### config.mk
export PLATFORM = sky130hd
export DESIGN_NAME = engine_test_valve_sequencer_flat
export DESIGN_NICKNAME = d
export VERILOG_FILES = /design/src/etvs_pkg.sv /design/src/etvs_if.sv /design/src/engine_test_valve_sequencer.sv /design/src/flat_wrapper.sv
export VERILOG_INCLUDE_DIRS = /design/src /design/src/src
export SDC_FILE = /design/constraint.sdc
export NUM_CORES = 1
export LEC_CHECK = 0
export CAP_MARGIN = 20
export CORE_AREA = 2 2 165 119
export CTS_CLUSTER_SIZE = 40
export DETAILED_ROUTE_END_ITERATION = 16
export DIE_AREA = 0 0 167 121
export DONT_BUFFER_PORTS = 1
export HOLD_SLACK_MARGIN = 0.08
export SLEW_MARGIN = 0
export SYNTH_ARGS = -nofsm -noshare
export SYNTH_HDL_FRONTEND = slang
export SYNTH_SLANG_ARGS = --single-unit
### constraint.sdc
create_clock -name clk -period 4.2 [get_ports clk]
set_clock_uncertainty 0.1 [all_clocks]
set_input_delay 0.63 -clock clk [delete_from_list [all_inputs] [get_ports clk]]
set_output_delay 0.63 -clock clk [all_outputs]
set_load 0.05 [all_outputs]
### src/assert_macros.svh
// Assertion macros, clocked on the rising edge, disabled while in reset.
`ifndef ASSERT_MACROS_SVH
`define ASSERT_MACROS_SVH

// Property holds at every edge.
`define AST_ALWAYS(lbl, clk, rst_n, expr, msg) \
	lbl: assert property (@(posedge clk) disable iff (!rst_n) (expr)) else $error(msg);

// Antecedent implies consequent at the next edge.
`define AST_NEXT(lbl, clk, rst_n, ante, cons, msg) \
	lbl: assert property (@(posedge clk) disable iff (!rst_n) (ante) |=> (cons)) else $error(msg);

`endif

### src/etvs_pkg.sv
package etvs_pkg;

	localparam int CMD_W  = 5;
	localparam int TICK_W = 20;
	localparam int TIME_W = 32;
	localparam int NVALVE = 8;
	localparam int NSTEP  = 6;

	typedef enum logic [2:0] {
		MODE_IDLE  = 3'd0,
		MODE_IGN   = 3'd1,
		MODE_WATER = 3'd2,
		MODE_HOT   = 3'd3,
		MODE_ABORT = 3'd4,
		MODE_TERM  = 3'd5,
		MODE_REL   = 3'd6
	} mode_t;

	localparam logic [CMD_W-1:0] CMD_VALVE_FIRST = 5'd1;
	localparam logic [CMD_W-1:0] CMD_VALVE_LAST  = 5'd16;
	localparam logic [CMD_W-1:0] CMD_SPARK_ON    = 5'd17;
	localparam logic [CMD_W-1:0] CMD_SPARK_OFF   = 5'd18;
	localparam logic [CMD_W-1:0] CMD_IGN_TEST    = 5'd19;
	localparam logic [CMD_W-1:0] CMD_WATER       = 5'd20;
	localparam logic [CMD_W-1:0] CMD_HOTFIRE     = 5'd21;
	localparam logic [CMD_W-1:0] CMD_STANDBY     = 5'd22;
	localparam logic [CMD_W-1:0] CMD_IDLE        = 5'd23;
	localparam logic [CMD_W-1:0] CMD_ABORT       = 5'd24;
	localparam logic [CMD_W-1:0] CMD_HOT_IDLE    = 5'd25;

	localparam logic [NVALVE-1:0] V_PURGE    = 8'h02;
	localparam logic [NVALVE-1:0] V_MAIN_ETH = 8'h04;
	localparam logic [NVALVE-1:0] V_MAIN_N2O = 8'h08;
	localparam logic [NVALVE-1:0] V_IGN_ETH  = 8'h20;
	localparam logic [NVALVE-1:0] V_IGN_OX   = 8'h40;
	localparam logic [NVALVE-1:0] V_BLEED    = 8'h80;

	// times in microseconds
	localparam logic [TIME_W-1:0] T_0_2 = 32'd200000;
	localparam logic [TIME_W-1:0] T_0_3 = 32'd300000;
	localparam logic [TIME_W-1:0] T_0_5 = 32'd500000;
	localparam logic [TIME_W-1:0] T_0_7 = 32'd700000;
	localparam logic [TIME_W-1:0] T_1_0 = 32'd1000000;
	localparam logic [TIME_W-1:0] T_2_0 = 32'd2000000;
	localparam logic [TIME_W-1:0] T_2_3 = 32'd2300000;
	localparam logic [TIME_W-1:0] T_2_6 = 32'd2600000;
	localparam logic [TIME_W-1:0] T_3_0 = 32'd3000000;
	localparam logic [TIME_W-1:0] T_3_4 = 32'd3400000;
	localparam logic [TIME_W-1:0] T_3_5 = 32'd3500000;
	localparam logic [TIME_W-1:0] T_3_6 = 32'd3600000;
	localparam logic [TIME_W-1:0] T_4_1 = 32'd4100000;
	localparam logic [TIME_W-1:0] T_5_6 = 32'd5600000;

endpackage

### src/etvs_if.sv
interface etvs_tick_if import etvs_pkg::*; ();
	logic              valid;
	logic              ready;
	logic [CMD_W-1:0]  command;
	logic [TICK_W-1:0] tick_us;

	modport source (output valid, command, tick_us, input ready);
	modport sink (input valid, command, tick_us, output ready);
endinterface

interface etvs_result_if import etvs_pkg::*; ();
	logic              valid;
	logic              ready;
	logic [NVALVE-1:0] valves;
	logic              spark_on;
	logic              tvc_test_active;
	logic [TIME_W-1:0] sequence_time_us;
	logic              tvc_stop;
	logic [2:0]        mode;

	modport source (output valid, valves, spark_on, tvc_test_active, sequence_time_us,
		tvc_stop, mode, input ready);
	modport sink (input valid, valves, spark_on, tvc_test_active, sequence_time_us,
		tvc_stop, mode, output ready);
endinterface

### src/engine_test_valve_sequencer.sv
// Engine test valve sequencer. One command beat per control tick carries a command code and
// the microseconds since the previous tick; each beat yields exactly one result beat with the
// valve bits, spark, thrust vector test/stop outputs and mode after that tick. A beat is taken
// in every cycle the result register is free or being drained, and its result appears in the
// next cycle; the whole tick update (saturating 32-bit elapsed-time add, window compares,
// valve/spark/mode update) completes in the accepting cycle. Reset enters hotfire idle with
// all valves closed and the spark off. An abort from hotfire idle takes one more tick to
// vent through the bleed and then locks the block in the terminated mode until reset.
`include "assert_macros.svh"

module engine_test_valve_sequencer import etvs_pkg::*; (
	input  logic          clk,
	input  logic          arst_n,
	etvs_tick_if.sink     tick,
	etvs_result_if.source result
);

	mode_t             mode_q, mode_d;
	logic [TIME_W-1:0] elapsed_q, elapsed_d;
	logic              started_q, started_d;
	logic [NSTEP-1:0]  flags_q, flags_d;
	logic [NVALVE-1:0] valve_q, valve_d;
	logic              spark_q, spark_d;

	logic              active_d, stop_d;
	logic [TIME_W-1:0] ttime_d;
	logic [TIME_W:0]   sum;
	logic [CMD_W-1:0]  cm1;
	logic              finished;
	logic              accept;

	logic              out_valid_q;
	logic [NVALVE-1:0] res_valves_q;
	logic              res_spark_q;
	logic              res_active_q;
	logic [TIME_W-1:0] res_time_q;
	logic              res_stop_q;
	mode_t             res_mode_q;

	assign tick.ready = !out_valid_q || result.ready;
	assign accept     = tick.valid && tick.ready;

	always_comb begin
		mode_d    = mode_q;
		elapsed_d = elapsed_q;
		started_d = started_q;
		flags_d   = flags_q;
		valve_d   = valve_q;
		spark_d   = spark_q;
		active_d  = 1'b0;
		stop_d    = 1'b0;
		ttime_d   = '0;
		finished  = 1'b0;
		cm1       = tick.command - CMD_VALVE_FIRST;
		sum       = {1'b0, elapsed_q} + {{(TIME_W + 1 - TICK_W){1'b0}}, tick.tick_us};

		// manual commands
		if (mode_q != MODE_TERM) begin
			if (tick.command >= CMD_VALVE_FIRST && tick.command <= CMD_VALVE_LAST) begin
				valve_d[cm1[3:1]] = !cm1[0];
			end else if (tick.command == CMD_SPARK_ON) begin
				spark_d = 1'b1;
			end else if (tick.command == CMD_SPARK_OFF) begin
				spark_d = 1'b0;
			end
		end

		// sequence clock
		if (mode_q == MODE_IGN || mode_q == MODE_WATER || mode_q == MODE_HOT) begin
			if (!started_q) begin
				started_d = 1'b1;
				elapsed_d = '0;
				if (mode_q == MODE_WATER) begin
					valve_d = valve_d | V_MAIN_N2O;
				end else begin
					valve_d = valve_d | V_IGN_OX;
					spark_d = 1'b1;
				end
			end else begin
				elapsed_d = sum[TIME_W] ? '1 : sum[TIME_W-1:0];
			end
		end

		unique case (mode_q)
			MODE_IDLE: begin
				if (tick.command == CMD_ABORT) begin
					mode_d = MODE_ABORT;
				end else if (tick.command == CMD_STANDBY || tick.command == CMD_IDLE) begin
					mode_d = MODE_REL;
				end else if (tick.command == CMD_IGN_TEST) begin
					mode_d = MODE_IGN;
				end else if (tick.command == CMD_WATER) begin
					mode_d = MODE_WATER;
				end else if (tick.command == CMD_HOTFIRE) begin
					mode_d = MODE_HOT;
				end
			end
			MODE_IGN: begin
				if (elapsed_d >= T_0_3 && elapsed_d < T_2_3) begin
					if (!flags_d[0]) begin
						flags_d[0] = 1'b1;
						valve_d    = valve_d | V_IGN_ETH;
					end
				end else if (elapsed_d >= T_2_3 && elapsed_d < T_2_6) begin
					if (!flags_d[1]) begin
						flags_d[1] = 1'b1;
						valve_d    = valve_d & ~V_IGN_ETH;
						spark_d    = 1'b0;
					end
				end else if (elapsed_d >= T_2_6) begin
					if (!flags_d[2]) begin
						flags_d[2] = 1'b1;
						valve_d    = valve_d & ~V_IGN_OX;
					end
					if (elapsed_d >= T_3_0) begin
						finished = 1'b1;
					end
				end
				if (finished) begin
					started_d = 1'b0;
					flags_d   = '0;
					mode_d    = MODE_IDLE;
				end else if (tick.command == CMD_ABORT) begin
					valve_d   = valve_d & ~(V_IGN_OX | V_IGN_ETH);
					spark_d   = 1'b0;
					started_d = 1'b0;
					flags_d   = '0;
					mode_d    = MODE_IDLE;
				end
			end
			MODE_WATER: begin
				if (elapsed_d >= T_1_0 && elapsed_d < T_2_0) begin
					if (!flags_d[0]) begin
						flags_d[0] = 1'b1;
						valve_d    = valve_d | V_MAIN_ETH;
					end
				end else if (elapsed_d >= T_3_0) begin
					if (!flags_d[1]) begin
						flags_d[1] = 1'b1;
						valve_d    = valve_d & ~(V_MAIN_N2O | V_MAIN_ETH);
					end
					if (elapsed_d >= T_3_5) begin
						finished = 1'b1;
					end
				end
				if (finished) begin
					started_d = 1'b0;
					flags_d   = '0;
					mode_d    = MODE_IDLE;
				end else if (tick.command == CMD_ABORT) begin
					valve_d   = valve_d & ~(V_MAIN_N2O | V_MAIN_ETH);
					started_d = 1'b0;
					flags_d   = '0;
					mode_d    = MODE_IDLE;
				end
			end
			MODE_HOT: begin
				if (elapsed_d >= T_0_2 && elapsed_d < T_0_5) begin
					if (!flags_d[0]) begin
						flags_d[0] = 1'b1;
						valve_d    = valve_d | V_IGN_ETH;
					end
				end else if (elapsed_d >= T_0_5 && elapsed_d < T_0_7) begin
					if (!flags_d[1]) begin
						flags_d[1] = 1'b1;
						valve_d    = valve_d | V_MAIN_N2O | V_MAIN_ETH;
					end
				end else if (elapsed_d >= T_0_7 && elapsed_d < T_3_4) begin
					if (!flags_d[2]) begin
						flags_d[2] = 1'b1;
						spark_d    = 1'b0;
						valve_d    = valve_d & ~V_IGN_OX;
					end
					active_d = 1'b1;
					ttime_d  = elapsed_d;
				end else if (elapsed_d >= T_3_4 && elapsed_d < T_3_6) begin
					if (!flags_d[3]) begin
						flags_d[3] = 1'b1;
						stop_d     = 1'b1;
						valve_d    = valve_d & ~(V_IGN_ETH | V_MAIN_ETH);
					end
				end else if (elapsed_d >= T_3_6 && elapsed_d < T_4_1) begin
					if (!flags_d[4]) begin
						flags_d[4] = 1'b1;
						valve_d    = valve_d & ~V_MAIN_N2O;
					end
				end else if (elapsed_d >= T_4_1 && elapsed_d < T_5_6) begin
					if (!flags_d[5]) begin
						flags_d[5] = 1'b1;
						valve_d    = valve_d | V_PURGE;
					end
				end else if (elapsed_d >= T_5_6) begin
					finished = 1'b1;
				end
				if (finished) begin
					valve_d   = valve_d & ~V_PURGE;
					started_d = 1'b0;
					flags_d   = '0;
					mode_d    = MODE_IDLE;
				end else if (tick.command == CMD_ABORT) begin
					spark_d   = 1'b0;
					valve_d   = valve_d & ~(V_IGN_ETH | V_MAIN_ETH | V_MAIN_N2O | V_PURGE);
					stop_d    = 1'b1;
					started_d = 1'b0;
					flags_d   = '0;
					mode_d    = MODE_IDLE;
				end
			end
			MODE_ABORT: begin
				stop_d  = 1'b1;
				valve_d = V_BLEED;
				spark_d = 1'b0;
				mode_d  = MODE_TERM;
			end
			MODE_TERM: begin
			end
			default: begin
				if (tick.command == CMD_HOT_IDLE) begin
					mode_d = MODE_IDLE;
				end
			end
		endcase
	end

	always_ff @(posedge clk or negedge arst_n) begin
		if (!arst_n) begin
			mode_q      <= MODE_IDLE;
			elapsed_q   <= '0;
			started_q   <= 1'b0;
			flags_q     <= '0;
			valve_q     <= '0;
			spark_q     <= 1'b0;
			out_valid_q <= 1'b0;
		end else begin
			if (accept) begin
				mode_q    <= mode_d;
				elapsed_q <= elapsed_d;
				started_q <= started_d;
				flags_q   <= flags_d;
				valve_q   <= valve_d;
				spark_q   <= spark_d;
			end
			if (tick.ready) begin
				out_valid_q <= tick.valid;
			end
		end
	end

	always_ff @(posedge clk) begin
		if (accept) begin
			res_valves_q <= valve_d;
			res_spark_q  <= spark_d;
			res_active_q <= active_d;
			res_time_q   <= ttime_d;
			res_stop_q   <= stop_d;
			res_mode_q   <= mode_d;
		end
	end

	assign result.valid            = out_valid_q;
	assign result.valves           = res_valves_q;
	assign result.spark_on         = res_spark_q;
	assign result.tvc_test_active  = res_active_q;
	assign result.sequence_time_us = res_time_q;
	assign result.tvc_stop         = res_stop_q;
	assign result.mode             = res_mode_q;

	`AST_ALWAYS(a_tvc_window, clk, arst_n,
		!(out_valid_q && res_active_q) || (res_time_q >= T_0_7 && res_time_q < T_3_4),
		"thrust vector test outside its window")
	`AST_ALWAYS(a_time_gated, clk, arst_n,
		!out_valid_q || res_active_q || (res_time_q == '0),
		"sequence time without thrust vector test")
	`AST_ALWAYS(a_idle_clean, clk, arst_n,
		(mode_q != MODE_IDLE) || ((flags_q == '0) && !started_q),
		"sequence flags left set in idle")
	`AST_NEXT(a_term_sticky, clk, arst_n, mode_q == MODE_TERM,
		(mode_q == MODE_TERM) && (valve_q == V_BLEED) && !spark_q,
		"terminated state left")

endmodule
### src/flat_wrapper.sv
// flat-port wrapper written by rule: the top's interface ports become plain ports
module engine_test_valve_sequencer_flat import etvs_pkg::*;
  (clk, arst_n, tick_valid, tick_command, tick_tick_us, tick_ready, result_valid, result_valves, result_spark_on, result_tvc_test_active, result_sequence_time_us, result_tvc_stop, result_mode, result_ready);
  etvs_tick_if tick_i ();
  etvs_result_if result_i ();
  input  logic clk;
  input  logic arst_n;
  input wire logic [$bits(tick_i.valid)-1:0] tick_valid;
  input wire logic [$bits(tick_i.command)-1:0] tick_command;
  input wire logic [$bits(tick_i.tick_us)-1:0] tick_tick_us;
  output wire logic [$bits(tick_i.ready)-1:0] tick_ready;
  output wire logic [$bits(result_i.valid)-1:0] result_valid;
  output wire logic [$bits(result_i.valves)-1:0] result_valves;
  output wire logic [$bits(result_i.spark_on)-1:0] result_spark_on;
  output wire logic [$bits(result_i.tvc_test_active)-1:0] result_tvc_test_active;
  output wire logic [$bits(result_i.sequence_time_us)-1:0] result_sequence_time_us;
  output wire logic [$bits(result_i.tvc_stop)-1:0] result_tvc_stop;
  output wire logic [$bits(result_i.mode)-1:0] result_mode;
  input wire logic [$bits(result_i.ready)-1:0] result_ready;
  assign tick_i.valid = tick_valid;
  assign tick_i.command = tick_command;
  assign tick_i.tick_us = tick_tick_us;
  assign tick_ready = tick_i.ready;
  assign result_valid = result_i.valid;
  assign result_valves = result_i.valves;
  assign result_spark_on = result_i.spark_on;
  assign result_tvc_test_active = result_i.tvc_test_active;
  assign result_sequence_time_us = result_i.sequence_time_us;
  assign result_tvc_stop = result_i.tvc_stop;
  assign result_mode = result_i.mode;
  assign result_i.ready = result_ready;
  engine_test_valve_sequencer u_core (.clk(clk), .arst_n(arst_n), .tick(tick_i), .result(result_i));
endmodule
==> impl_results.md <==
- Run status: complete, but fails checks
- Violated checks: negative setup slack
- Flip-flop and latch count after synthesis: 98
- Pin count of the biggest net entering global routing: 58
- CP Launch Point: u_core.elapsed_q[0]$_DFFE_PN0P_
- Clock input transition at the sequential cells of the worst setup and hold paths: 0.08 ns
- Final setup fails: 30
- Post-synthesis instance total: 975
- RR Startpoint: u_core.elapsed_q[0]$_DFFE_PN0P_
- Share of async-settable or async-resettable flops after synthesis: 53.1%
- Fin crit share: 105%
- Top-level I/O count: 77
- Number of filler instances in the final layout: 1574
- Vertical die dimension: 121 um
- Area enclosed by the die boundary: 20200 sq um
- Total routing resource utilization after global routing: 29.2%
- Count of warnings emitted by yosys: 0
- Length of the first detailed-routing pass in iterations: 5
- Insertion delay to the later sink of the worst-skew pair: 0.36 ns
- First-iteration detailed-routing DRC count: 1069
- Core Rows: 42
- Post-synth EDFFs: 46
- Fin nets: 1269
- CTS tree: yes
- H-tree level count: 3
- Area growth from synthesis to layout: 38.8%
- Estimated wirelength of the detail-placed design: 22400 um
- Routed vias: 8917
- Clock buffer count from CTS: 9
- Number of max-slew violations in the final report: 0
- Root buffer cell: sky130_fd_sc_hd__clkbuf_16
- DRC errors left: 0
- Overflow left after global routing: 0
- Number of cells on the worst reg-to-reg path: 15
- Max-cap violations: 0
- Sinks on Clock Net: 98
- Post-layout min period: 4.40 ns
- Synthesized cell area: 8210 sq um
- Wire length of the first global-routing pass: 46300 um
- Setup total negative slack: -1.55 ns
- Share of post-route cells with drive strength above 1: 37.0%
- Maximum fanout along the worst path: 4
- Maximum clock insertion buffer count: 2
- Port-buffer cells: 0
- Final wirelength: 29700 um
- Data arrival at the endpoint of the critical path: 4.56 ns
- Worst-Margin Slew: 0.748 ns
- Count of different cell masters after synthesis: 109
- Post-placement cell area: 10200 sq um
- Design area: 11400 sq um
- Average vias per placed instance: 6.10
- Headroom to the max-slew limit: 50.0%
- Class of the most critical hold timing path: input pin to flip-flop
- Register-to-register setup slack: -0.20 ns
- PwrDens: 819 nW/um^2
- RSZ-0062 raised after global routing: true
- Count of final hold-check violations: 0
- Critical R2R Capture: u_core.valve_q[6]$_DFFE_PN0P_
- Main synth FF type: sky130_fd_sc_hd__dfrtp_1
- Static Leakage: 4.69 nW
- Chip width: 167 um
- CP required: 4.36 ns
- Vias in the first global route: 8352
- Number of antenna violations at the first check in global routing: 0
- Final critical-path setup slack: -0.198 ns
- Core area: 18600 sq um
- Critical path class: flip-flop to flip-flop
- Global placer's final weighted congestion: 0.995
- Critical path launch point type: flip-flop
- Post-DR wirelength/cell: 20.3 um
- Antenna Violating Nets Remaining: 0
- Synthesized area divided by synthesized cell count: 8.42 sq um
- Setup crit end kind: flip-flop
- Number of antenna cells inserted: 0
- Maximum resistive drop on vdd: 354 uV
- Achievable clock frequency: 227 MHz
- Sequential element share of the synthesized area: 32.7%
- Last element of the critical path: u_core.valve_q[6]$_DFFE_PN0P_
- Starting density of the core: 44.3%
## worst min-delay path by stage
stage | from | slack [ns] | depth (start not counted) | endpoint
3_5_place_dp | arst_n | 0.24 | 0 | u_core.elapsed_q[4]$_DFFE_PN0P_
2_1_floorplan | arst_n | 0.23 | 0 | u_core.elapsed_q[0]$_DFFE_PN0P_
6_report | tick_valid | 0.27 | 1 | u_core.result.valid$_DFFE_PN0N_
5_1_grt | tick_valid | 0.29 | 1 | u_core.result.valid$_DFFE_PN0N_
4_1_cts | tick_valid | 0.27 | 1 | u_core.result.valid$_DFFE_PN0N_
3_3_place_gp | arst_n | 0.24 | 0 | u_core.elapsed_q[4]$_DFFE_PN0P_
## synthesized netlist by cell type (all sizes together), types with 7 or more instances
cell / n / area [sq um]
o211ai: 12 / 124
and3: 17 / 116
dfrtp: 52 / 1300
a31o: 7 / 61.3
mux2: 11 / 128
nand3: 30 / 163
xnor2: 11 / 96.3
nor2b: 7 / 43.8
nor2: 106 / 405
a21oi: 87 / 450
or3: 7 / 48.8
edfxtp: 46 / 1380
nand2: 115 / 434
nand4: 17 / 113
inv: 18 / 67.6
a31oi: 18 / 128
mux2i: 12 / 120
a21o: 17 / 129
and2: 16 / 100
o22ai: 8 / 70.1
o21ai: 94 / 482
nor4: 7 / 58.8
o31ai: 17 / 146
ha: 24 / 300
buf: 26 / 159
clkbuf: 28 / 106
nor3: 18 / 116
o21a: 13 / 98.9
a211oi: 18 / 165
or2: 7 / 43.8
nand2b: 11 / 68.8
a211o: 8 / 71.3
## per-layer routing
layer | GRT usage, % | wire length [um] | vias to the layer above
met5 | 0 | 0 | -
met4 | 5.82 | 291 | 0
met3 | 7.50 | 3120 | 19
met2 | 42.3 | 12500 | 444
met1 | 43.6 | 13900 | 4288
li1 | - | - | 4166
## kinds of logic after synthesis
family / count (synthesis) / share of synthesized area [%]
AND/OR/NAND/NOR: 372 / 22.4
AO/OA/AOI/OAI: 367 / 32.1
flip-flops: 98 / 32.7
buffers and inverters: 72 / 4.05
adder cells (fa/ha/maj): 25 / 3.90
multiplexers: 23 / 3.02
XOR/XNOR: 17 / 1.81
other: 1 / 0.0457
## what timing repair did
item | in CTS | in global routing
endpoints found under the setup margin | 27 | 47
setup buffers | 5 | 18
pin swaps | 13 | 27
hold buffers | 2 | 0
gates resized for setup | 33 | 103
cloned | 1 | 3
endpoints found under the hold margin | 52 | 0
## registers in the layout (all words and copies together), names as in the netlist, 3 cells and up
name                            flops
u_core.result.valves                8
u_core.result.mode                  3
u_core.result.sequence_time_us     32
u_core.elapsed_q                   32
u_core.mode_q                       3
u_core.flags_q                      6
u_core.valve_q                      8
## final cells by class
cell class              count  area [sq um]  area share [%]
inverters                  18          70.1           0.615
flip-flops and latches     98          2680            23.5
repair buffers            273          2150            18.9
clock inverters             7          76.3           0.670
well taps                 242           303            2.66
multi-input cells         815          5890            51.7
clock buffers               9           225            1.98
## critical path: stages, from the launching register on
cell,delay [ns]
sky130_fd_sc_hd__dfrtp_1,0.39
sky130_fd_sc_hd__ha_2,0.19
sky130_fd_sc_hd__fa_2,0.37
sky130_fd_sc_hd__a211oi_4,0.32
sky130_fd_sc_hd__o21ai_4,0.12
sky130_fd_sc_hd__a211oi_4,0.42
sky130_fd_sc_hd__o21ai_2,0.13
sky130_fd_sc_hd__xor2_2,0.20
sky130_fd_sc_hd__buf_4,0.15
sky130_fd_sc_hd__o31a_1,0.37
sky130_fd_sc_hd__a211oi_2,0.24
sky130_fd_sc_hd__a221o_1,0.26
sky130_fd_sc_hd__o211ai_1,0.22
sky130_fd_sc_hd__o32ai_1,0.29
sky130_fd_sc_hd__o2bb2a_2,0.26
sky130_fd_sc_hd__mux2_4,0.26
## metrics by stage
| stage | worst slack, ns | hold slack, ns | util [%] | cells | power, mW |
|---|---|---|---|---|---|
| global route | -0.335 | 0.289 | 61.4 | 1462 | 9.90 |
| detailed placement | -0.427 | 0.236 | 54.8 | 1418 | 7.38 |
| global placement | -0.421 | 0.236 | 54.8 | 1418 | 7.38 |
| CTS | -0.0704 | 0.268 | 57.8 | 1442 | 8.53 |
| finish | -0.198 | 0.272 | 61.4 | 1462 | 9.33 |
| floorplan | -0.0343 | 0.234 | - | 984 | 4.85 |
## cells in the final DEF, fill, tap and decap left out, types with 12 or more instances in the layout
master	n
sky130_fd_sc_hd__nor3_1	12
sky130_fd_sc_hd__and3_1	13
sky130_fd_sc_hd__nand3_1	27
sky130_fd_sc_hd__nand2_1	113
sky130_fd_sc_hd__dfrtp_1	52
sky130_fd_sc_hd__o21ai_1	12
sky130_fd_sc_hd__a21oi_2	16
sky130_fd_sc_hd__edfxtp_1	46
sky130_fd_sc_hd__o21a_1	12
sky130_fd_sc_hd__inv_1	16
sky130_fd_sc_hd__o21ai_0	75
sky130_fd_sc_hd__ha_1	21
sky130_fd_sc_hd__a21oi_1	68
sky130_fd_sc_hd__nand4_1	16
sky130_fd_sc_hd__buf_4	260
sky130_fd_sc_hd__nor2_4	12
sky130_fd_sc_hd__nor2_1	90
sky130_fd_sc_hd__a21o_1	16
sky130_fd_sc_hd__and2_1	15
sky130_fd_sc_hd__a31oi_1	16
## where the power goes
group	leakage [nW]	internal, mW	switching, mW	total [mW]
Combinational	3.42	3.11	3.78	6.89
Clock	0.147	0.423	0.433	0.855
Sequential	1.12	1.25	0.343	1.59
Total	4.69	4.78	4.55	9.33
Power figures use the tool's default switching activity.
